## src/sv/assert_macros.svh

```systemverilog
// ----------------------------------------------------------------------------
// assert_macros.svh
// Shared concurrent assertion macros for the LRU page order list.
// ----------------------------------------------------------------------------
`ifndef ASSERT_MACROS_SVH
`define ASSERT_MACROS_SVH

// Condition must hold at every clock edge outside reset.
`define ASSERT_ALWAYS(lbl, ck, rstn, cond) \
  lbl: assert property (@(posedge ck) disable iff (!rstn) (cond)) \
    else $error("assertion failed: condition does not hold");

// Antecedent true implies consequent true in the same cycle.
`define ASSERT_IMPLY(lbl, ck, rstn, ante, cons) \
  lbl: assert property (@(posedge ck) disable iff (!rstn) (ante) |-> (cons)) \
    else $error("assertion failed: implication does not hold");

// Antecedent true implies consequent true in the next cycle.
`define ASSERT_NEXT(lbl, ck, rstn, ante, cons) \
  lbl: assert property (@(posedge ck) disable iff (!rstn) (ante) |=> (cons)) \
    else $error("assertion failed: next-cycle implication does not hold");

`endif

```

## src/sv/lpol_pkg.sv

```systemverilog
// ----------------------------------------------------------------------------
// lpol_pkg
// Types and codes shared by the LRU page order list cells and top level.
// ----------------------------------------------------------------------------
package lpol_pkg;

  // Page frame number width
  localparam int PAGE_ID_W = 20;

  // Operation codes
  localparam logic [1:0] OP_INSERT = 2'd0;
  localparam logic [1:0] OP_ACCESS = 2'd1;
  localparam logic [1:0] OP_EVICT  = 2'd2;
  localparam logic [1:0] OP_NONE   = 2'd3;

  // Result status codes
  localparam logic [2:0] STAT_INSERTED    = 3'd0;
  localparam logic [2:0] STAT_MOVED       = 3'd1;
  localparam logic [2:0] STAT_NOT_TRACKED = 3'd2;
  localparam logic [2:0] STAT_EVICTED     = 3'd3;
  localparam logic [2:0] STAT_EMPTY       = 3'd4;
  localparam logic [2:0] STAT_FULL        = 3'd5;
  localparam logic [2:0] STAT_IGNORED     = 3'd6;

  // Input item
  typedef struct packed {
    logic [1:0]           op;
    logic [PAGE_ID_W-1:0] page_id;
  } in_item_t;

  // Result item
  typedef struct packed {
    logic [2:0]           status;
    logic                 victim_valid;
    logic [PAGE_ID_W-1:0] victim_page;
  } out_item_t;

  // Update control broadcast to every cell
  typedef struct packed {
    logic                 wr_en;
    logic [PAGE_ID_W-1:0] front_page;
  } cell_ctrl_t;

endpackage

```

## src/sv/lru_page_order_list_unit.sv

```systemverilog
// ----------------------------------------------------------------------------
// lru_page_order_list_unit
// LRU page list built as a chain of cells, most recent page at cell 0.
// ----------------------------------------------------------------------------
// Steps: an accepted item is registered, then compared in all cells at once;
// the update step encodes the match, shifts the chain and registers the result
//   at out_data, holding on a stall; the next item is taken as it ends.
// Reset (rst_n low, synchronous): list empty, tracking on, no result pending.
//   Cell contents are not cleared; the entry count alone marks them valid.
`include "assert_macros.svh"

module lru_page_order_list_unit #(
  parameter int DEPTH = 16
) (
  input  logic                 clk,
  input  logic                 rst_n,
  // input items
  input  logic                 in_valid,
  output logic                 in_stall,
  input  lpol_pkg::in_item_t   in_data,
  // result items
  output logic                 out_valid,
  input  logic                 out_stall,
  output lpol_pkg::out_item_t  out_data,
  // tracking enable register
  input  logic                 cfg_valid,
  output logic                 cfg_ready,
  input  logic                 cfg_data
);

  localparam int CNT_W = $clog2(DEPTH + 1);
  localparam int POS_W = $clog2(DEPTH);

  localparam logic [1:0] S_IDLE = 2'd0;
  localparam logic [1:0] S_CMP  = 2'd1;
  localparam logic [1:0] S_UPD  = 2'd2;

  logic [1:0]                      state_r;
  logic [1:0]                      state_nxt;
  lpol_pkg::in_item_t              item_r;
  logic [CNT_W-1:0]                cnt_r;
  logic [CNT_W-1:0]                cnt_nxt;
  logic                            trk_r;
  logic                            out_valid_r;
  logic                            out_valid_nxt;
  lpol_pkg::out_item_t             out_r;
  lpol_pkg::out_item_t             res;

  logic [lpol_pkg::PAGE_ID_W-1:0]  page_vec [DEPTH];
  logic [lpol_pkg::PAGE_ID_W-1:0]  tail_vec [DEPTH];
  logic [DEPTH-1:0]                hit_vec;
  logic                            hit_any;
  logic [POS_W-1:0]                hit_pos;
  logic [lpol_pkg::PAGE_ID_W-1:0]  tail_page;

  logic                            out_free;
  logic                            in_fire;
  logic                            upd_fire;
  logic                            do_move;
  logic                            do_insert;
  logic                            do_evict;
  logic [CNT_W-1:0]                limit;
  lpol_pkg::cell_ctrl_t            ctrl;

  // Handshake
  assign out_free  = !out_valid_r || !out_stall;
  assign in_stall  = !((state_r == S_IDLE) || ((state_r == S_UPD) && out_free));
  assign in_fire   = in_valid && !in_stall;
  assign upd_fire  = (state_r == S_UPD) && out_free;
  assign cfg_ready = 1'b1;
  assign out_valid = out_valid_r;
  assign out_data  = out_r;

  // Cell chain
  genvar g;
  generate
    for (g = 0; g < DEPTH; g++) begin : g_cell
      if (g == 0) begin : g_first
        lpol_cell #(.DEPTH(DEPTH), .INDEX(g)) u_cell (
          .clk      (clk),
          .ctrl     (ctrl),
          .limit    (limit),
          .count    (cnt_r),
          .cmp_page (item_r.page_id),
          .left_page('0),
          .page_o   (page_vec[g]),
          .hit_o    (hit_vec[g]),
          .tail_o   (tail_vec[g])
        );
      end else begin : g_next
        lpol_cell #(.DEPTH(DEPTH), .INDEX(g)) u_cell (
          .clk      (clk),
          .ctrl     (ctrl),
          .limit    (limit),
          .count    (cnt_r),
          .cmp_page (item_r.page_id),
          .left_page(page_vec[g-1]),
          .page_o   (page_vec[g]),
          .hit_o    (hit_vec[g]),
          .tail_o   (tail_vec[g])
        );
      end
    end
  endgenerate

  // One-hot match to position, tail page select
  always_comb begin
    hit_pos   = '0;
    tail_page = '0;
    for (int i = 0; i < DEPTH; i++) begin
      hit_pos   = hit_pos | (hit_vec[i] ? POS_W'(i) : '0);
      tail_page = tail_page | tail_vec[i];
    end
  end

  assign hit_any = |hit_vec;

  // Operation decode and result
  always_comb begin
    do_move   = 1'b0;
    do_insert = 1'b0;
    do_evict  = 1'b0;
    res.status       = lpol_pkg::STAT_IGNORED;
    res.victim_valid = 1'b0;
    res.victim_page  = '0;
    unique case (item_r.op)
      lpol_pkg::OP_INSERT: begin
        if (hit_any) begin
          if (trk_r) begin
            do_move    = 1'b1;
            res.status = lpol_pkg::STAT_MOVED;
          end
        end else if (cnt_r == CNT_W'(DEPTH)) begin
          res.status = lpol_pkg::STAT_FULL;
        end else begin
          do_insert  = 1'b1;
          res.status = lpol_pkg::STAT_INSERTED;
        end
      end
      lpol_pkg::OP_ACCESS: begin
        if (trk_r) begin
          if (hit_any) begin
            do_move    = 1'b1;
            res.status = lpol_pkg::STAT_MOVED;
          end else begin
            res.status = lpol_pkg::STAT_NOT_TRACKED;
          end
        end
      end
      lpol_pkg::OP_EVICT: begin
        if (cnt_r == '0) begin
          res.status = lpol_pkg::STAT_EMPTY;
        end else begin
          do_evict         = 1'b1;
          res.status       = lpol_pkg::STAT_EVICTED;
          res.victim_valid = 1'b1;
          res.victim_page  = tail_page;
        end
      end
      default: begin
        res.status = lpol_pkg::STAT_IGNORED;
      end
    endcase
  end

  // Chain shift control: cells 1..limit take their neighbor, cell 0 the page
  assign limit = do_move ? CNT_W'(hit_pos) : cnt_r;
  assign ctrl  = {upd_fire && (do_move || do_insert), item_r.page_id};

  // Next state, count and output valid
  always_comb begin
    state_nxt     = state_r;
    cnt_nxt       = cnt_r;
    out_valid_nxt = out_valid_r && out_stall;
    unique case (state_r)
      S_IDLE: begin
        if (in_fire) begin
          state_nxt = S_CMP;
        end
      end
      S_CMP: begin
        state_nxt = S_UPD;
      end
      S_UPD: begin
        if (upd_fire) begin
          out_valid_nxt = 1'b1;
          state_nxt     = in_fire ? S_CMP : S_IDLE;
          if (do_insert) begin
            cnt_nxt = cnt_r + CNT_W'(1);
          end else if (do_evict) begin
            cnt_nxt = cnt_r - CNT_W'(1);
          end
        end
      end
      default: begin
        state_nxt = S_IDLE;
      end
    endcase
  end

  // Control registers
  always_ff @(posedge clk) begin
    if (!rst_n) begin
      state_r     <= S_IDLE;
      cnt_r       <= '0;
      trk_r       <= 1'b1;
      out_valid_r <= 1'b0;
    end else begin
      state_r     <= state_nxt;
      cnt_r       <= cnt_nxt;
      out_valid_r <= out_valid_nxt;
      if (cfg_valid && cfg_ready) begin
        trk_r <= cfg_data;
      end
    end
  end

  // Payload registers
  always_ff @(posedge clk) begin
    if (in_fire) begin
      item_r <= in_data;
    end
    if (upd_fire) begin
      out_r <= res;
    end
  end

  // Checks
  `ASSERT_ALWAYS(a_cnt_bound, clk, rst_n, cnt_r <= CNT_W'(DEPTH))
  `ASSERT_IMPLY(a_hit_unique, clk, rst_n, state_r == S_UPD, $onehot0(hit_vec))
  `ASSERT_IMPLY(a_no_accept_cmp, clk, rst_n, state_r == S_CMP, in_stall)
  `ASSERT_IMPLY(a_victim_flag, clk, rst_n, out_valid_r, (out_r.status == lpol_pkg::STAT_EVICTED) == out_r.victim_valid)
  `ASSERT_NEXT(a_cmp_to_upd, clk, rst_n, state_r == S_CMP, state_r == S_UPD)

endmodule

```

## src/sv/lpol_cell.sv

```systemverilog
// ----------------------------------------------------------------------------
// lpol_cell
// One slot of the recency chain: holds a page, compares it with the looked-up
// page, flags itself as tail, shifts in its left neighbor (head: front page).
// ----------------------------------------------------------------------------
module lpol_cell #(
  parameter int DEPTH = 16,
  parameter int INDEX = 0,
  localparam int CNT_W = $clog2(DEPTH + 1)
) (
  input  logic                          clk,
  input  lpol_pkg::cell_ctrl_t          ctrl,
  input  logic [CNT_W-1:0]              limit,
  input  logic [CNT_W-1:0]              count,
  input  logic [lpol_pkg::PAGE_ID_W-1:0] cmp_page,
  input  logic [lpol_pkg::PAGE_ID_W-1:0] left_page,
  output logic [lpol_pkg::PAGE_ID_W-1:0] page_o,
  output logic                          hit_o,
  output logic [lpol_pkg::PAGE_ID_W-1:0] tail_o
);

  logic [lpol_pkg::PAGE_ID_W-1:0] page_r;
  logic [lpol_pkg::PAGE_ID_W-1:0] page_nxt;
  logic                           hit_r;
  logic [lpol_pkg::PAGE_ID_W-1:0] tail_r;
  logic                           occupied;
  logic                           is_tail;
  logic                           shift_en;

  assign occupied = CNT_W'(INDEX) < count;
  assign is_tail  = CNT_W'(INDEX + 1) == count;
  assign shift_en = ctrl.wr_en && (CNT_W'(INDEX) <= limit);

  // Head cell takes the new front page, others take the left neighbor
  generate
    if (INDEX == 0) begin : g_head
      assign page_nxt = ctrl.front_page;
    end else begin : g_body
      assign page_nxt = left_page;
    end
  endgenerate

  // Stored page, no reset: entries beyond the count are never read
  always_ff @(posedge clk) begin
    if (shift_en) begin
      page_r <= page_nxt;
    end
  end

  // Match and tail flags, refreshed every cycle
  always_ff @(posedge clk) begin
    hit_r  <= occupied && (page_r == cmp_page);
    tail_r <= is_tail ? page_r : '0;
  end

  assign page_o = page_r;
  assign hit_o  = hit_r;
  assign tail_o = tail_r;

endmodule

```

## config.mk

```make
export PLATFORM = sky130hd
export DESIGN_NAME = lru_page_order_list_unit
export DESIGN_NICKNAME = d
export VERILOG_FILES = /design/src/sv/lpol_pkg.sv /design/src/sv/lru_page_order_list_unit.sv /design/src/sv/lpol_cell.sv
export VERILOG_INCLUDE_DIRS = /design/src /design/src/sv
export SDC_FILE = /design/constraint.sdc
export NUM_CORES = 1
export LEC_CHECK = 0
export BUFFER_PORTS_ARGS = -buffer_cell sky130_fd_sc_hd__buf_2
export CORE_ASPECT_RATIO = 1.4
export CORE_MARGIN = 10
export CORE_UTILIZATION = 25
export DETAILED_ROUTE_END_ITERATION = 6
export PLACE_DENSITY = 0.43
export SETUP_SLACK_MARGIN = 0.05
export SLEW_MARGIN = 10
export SYNTH_ARGS = -nofsm -noshare
export SYNTH_HDL_FRONTEND = slang
export SYNTH_SLANG_ARGS = --single-unit
```

## constraint.sdc

```tcl
create_clock -name clk -period 7.1 [get_ports clk]
set_input_delay 1.065 -clock clk [delete_from_list [all_inputs] [get_ports clk]]
set_output_delay 1.065 -clock clk [all_outputs]
set_load 0.02 [all_outputs]
```

==> metrics.md <==
| Metric | Value |
|---|---|
| First-pass GRT wire length | between 100 and 150 mm |
| F_max | 255 MHz |
| CP max stage delay | 0.98 ns |
| Routed wire per std cell | 27.2 um |
| Status | finished, final reports clean |
| WS Path Type | reg -> reg |
| GRT Resource Usage Total | 15.4% |
| Core Util, Final | 29.8% |
| Layout cells sized above 1 | 13.3% |
| Simple-Gate Fraction of Synth Area | 15.3% |
| PwrDens | 287 mW/mm2 |
| Clock Latency Late Sink | 0.66 ns |
| Number of port buffers | 53 |
| Post-synthesis sequential area ratio | 70.1% |
| Core Box Area | 0.101 mm2 |
| Mapped Nets | 1868 |
| CP max FO | 24 |
| Final Max Tran Viols | 0 |
| CP arrival | 4.18 ns |
| Starting density of the core | between 20 and 30% |
| Max cap viols | 0 |
| DRT iter0 DRCs | 808 |
| Multiplexer area fraction after synthesis | less than 1% |
| Post-synthesis xor/xnor area fraction | 11.2% |
| Crit path cell chain | inv_1, ha_1, and4bb_2, or4b_4, nor2_4, o21ai_4, a211oi_4 |
| Least-Margin Pin Slew | 1.26 ns |
| Number of synthesized register bits | 711 |
| Global route overflow | 0 |
| Number of synthesized flops with an enable pin | 366 |
| # hold bufs at CTS | 0 |
| Pleak | 10.7 nW |
| Largest net degree at the start of global routing | 46 |
| Cell area after synthesis | 0.0255 mm2 |
| Mapped Cells | between 1500 and 2000 |
| Clock sink count | 711 |
| Routed wire length | 90.3 mm |
| Yosys top cell area share | 43.1% |
| Clock Tree Buf Depth | 3 |
| Cell taking the most area after synthesis | edfxtp_1 |
| Critical-path top delay cell | a211oi_4 |
| Peak VDD IR | 0.160 mV |
| Yosys cell types | 51 |
| Async SR Flop Fraction | 0% |
| Vias in the first global route | 15695 |
| Startpoint types | flip-flop |
| Initial DRT Pass Iterations | 5 |
| Sequential Area | 0.0179 mm2 |
| Boundary Pins | 55 |
| Cell with the most instances after synthesis | edfxtp_1 |
| Post_cts resized | 0 |
| Multi-input gate area in the final layout | 0.00733 mm2 |
| Post-synthesis compound-gate area fraction | between 1 and 1.5% |
| Die area | 0.115 mm2 |
| Vias/cell | 4.35 |
| Post-DRT Antenna Nets | 0 |
| Worst slew margin | 15.1% |
| Hold WC Path Type | reg -> reg |
| Top_reg_cell synth | edfxtp_1 |
| RSZ-0062 raised after global routing | false |
| Crit end category | flip-flop |
| Post-Synth Adder-Cell Area | 0.245% |
| Syn avg cell area | 13.9 um2 |
| Minimum clock period | 3.93 ns |
| Yosys warns | 0 |
| Site Rows | 138 |
| Filler instances | 10282 |
| Worst Skew | 0.0265 ns |
| Top cells by count, synth | edfxtp_1, dfxtp_1, and2_1 |
| DRC violations left | 0 |
| Setup TNS Final | 0 ns |
| Largest cells by area after synthesis | edfxtp_1, dfxtp_1, xor2_1 |
| DIE HEIGHT | 398 um |
| Endpoints failing setup | 0 |
| HPWL after detailed placement | roughly 67 mm |
| Initial antenna violation count | 11 |
| H-tree depth | 3 |
| Main combinational cell family by area after synthesis | simple AND/OR/NAND/NOR gates |
| Total number of vias | 14431 |
| Hold Violations, Final | 0 |
| CTS buffer count | 72 |
| CTS tree | done |
| Crit share post-route | 55.3% |
| Layout area overhead | 18.1% |
| Post-CTS setup buffer count | 0 |
| Clock transition at path regs | around 0.06 ns |
| Final nets | approximately 2000 |
| GP Congestion | 0.889 |
| Root buffer cell | clkbuf_16 |
| Worst Path Required | 7.36 ns |
| Die Width | just under 300 um |
## critical path: cells and delay by family (launching register included)
| family | cells | cell delay [ns] |
|---|---|---|
| AO/OA/AOI/OAI | 2 | 1.21 |
| adder cells (fa/ha/maj) | 1 | 0.29 |
| buffers and inverters | 1 | 0.22 |
| flip-flops | 1 | 0.62 |
| AND/OR/NAND/NOR | 3 | 1.16 |
## area by class of cell
cell class / count / area share [%]
Tap cell: 1330 / 5.52
Clock buffer: 97 / 6.88
Multi-Input combinational cell: 1025 / 24.3
Clock inverter: 37 / 1.49
Inverter: 9 / 0.112
Timing Repair Buffer: 107 / 2.25
Sequential cell: 711 / 59.4
Antenna cell: 4 / 0.0332
## per-stage QoR
step / cells / hold slack (ns) / instance area, um2 / power (mW) / setup slack, ns
2_1_floorplan: 1835 / 0.424 / 25500 / 4.56 / 3.05
3_3_place_gp: 3181 / 0.472 / 27600 / 4.69 / 3.29
3_5_place_dp: 3181 / 0.475 / 27600 / 4.69 / 3.08
4_1_cts: 3315 / 0.488 / 30100 / 8.74 / 3.04
5_1_grt: 3316 / 0.504 / 30100 / 8.90 / 2.97
6_report: 3320 / 0.488 / 30100 / 8.64 / 3.17
## power by group
group	total, mW	leakage [nW]	switching (mW)	internal [mW]
clock network	4.05	1.24	1.68	2.37
registers	4.31	6.09	0.00907	4.30
logic	0.283	3.34	0.194	0.0886
total	8.64	10.7	1.88	6.76
## kinds of logic after synthesis
kind of cell	after synthesis
fa+ha+maj	5
other cells	1
simple gates	641
flops	711
compound gates	50
mux	3
buf+inv	99
xor+xnor	325
## per-layer routing
| layer | part of all wire, % | up-vias | wire length [um] | GRT usage [%] |
|---|---|---|---|---|
| met5 | 0.014 | - | 13 | 0 |
| met4 | 4.5 | 2 | 4060 | 7.49 |
| met3 | 2.9 | 141 | 2590 | 1.95 |
| met2 | 56 | 293 | 50800 | 30.5 |
| met1 | 36 | 7377 | 32800 | 15.5 |
| li1 | - | 6618 | - | - |
## path summary, 6_finish.rpt
kind	end	startpoint	cells past startpoint	slack (ns)
worst min register to register	g_cell[6].g_next.u_cell.page_o[6]$_DFFE_PP_	g_cell[5].g_next.u_cell.page_o[6]$_DFFE_PP_	0	0.49
worst max register to register	g_cell[11].g_next.u_cell.page_o[15]$_DFFE_PP_	cnt_r[1]$_SDFFE_PN0P_	7	3.17
worst max-delay path	g_cell[11].g_next.u_cell.page_o[15]$_DFFE_PP_	cnt_r[1]$_SDFFE_PN0P_	7	3.17
worst min-delay path	g_cell[6].g_next.u_cell.page_o[6]$_DFFE_PP_	g_cell[5].g_next.u_cell.page_o[6]$_DFFE_PP_	0	0.49
## sequential cells by signal, indices dropped and copies added (netlist names)
register and flops:
ctrl 20, out_valid 1, g_cell.g_first.u_cell.hit_o 1, out_data 24, item_r 2, cnt_r 5, g_cell.g_next.u_cell.hit_o 15, g_cell.g_first.u_cell.page_o 20
trk_r 1, g_cell.g_next.u_cell.tail_o 300, g_cell.g_first.u_cell.tail_o 20, g_cell.g_next.u_cell.page_o 300, state_r 2
## placed cells by master, fill, tap and decap left out, drive strengths merged, types with 4 or more instances in the layout
cell	instances
clkbuf	97
xor2	229
and4	21
nor2	44
nor3	19
nor4	141
ha	5
a211oi	6
and2	286
bufinv	8
clkinv	22
xnor2	96
dfxtp	345
nand2	15
buf	107
nand4	38
inv	13
diode	4
a21oi	20
o21ai	13
nand2b	5
edfxtp	366
and3	51
nand3	11
No activity file was read; power rests on OpenSTA's default activity.
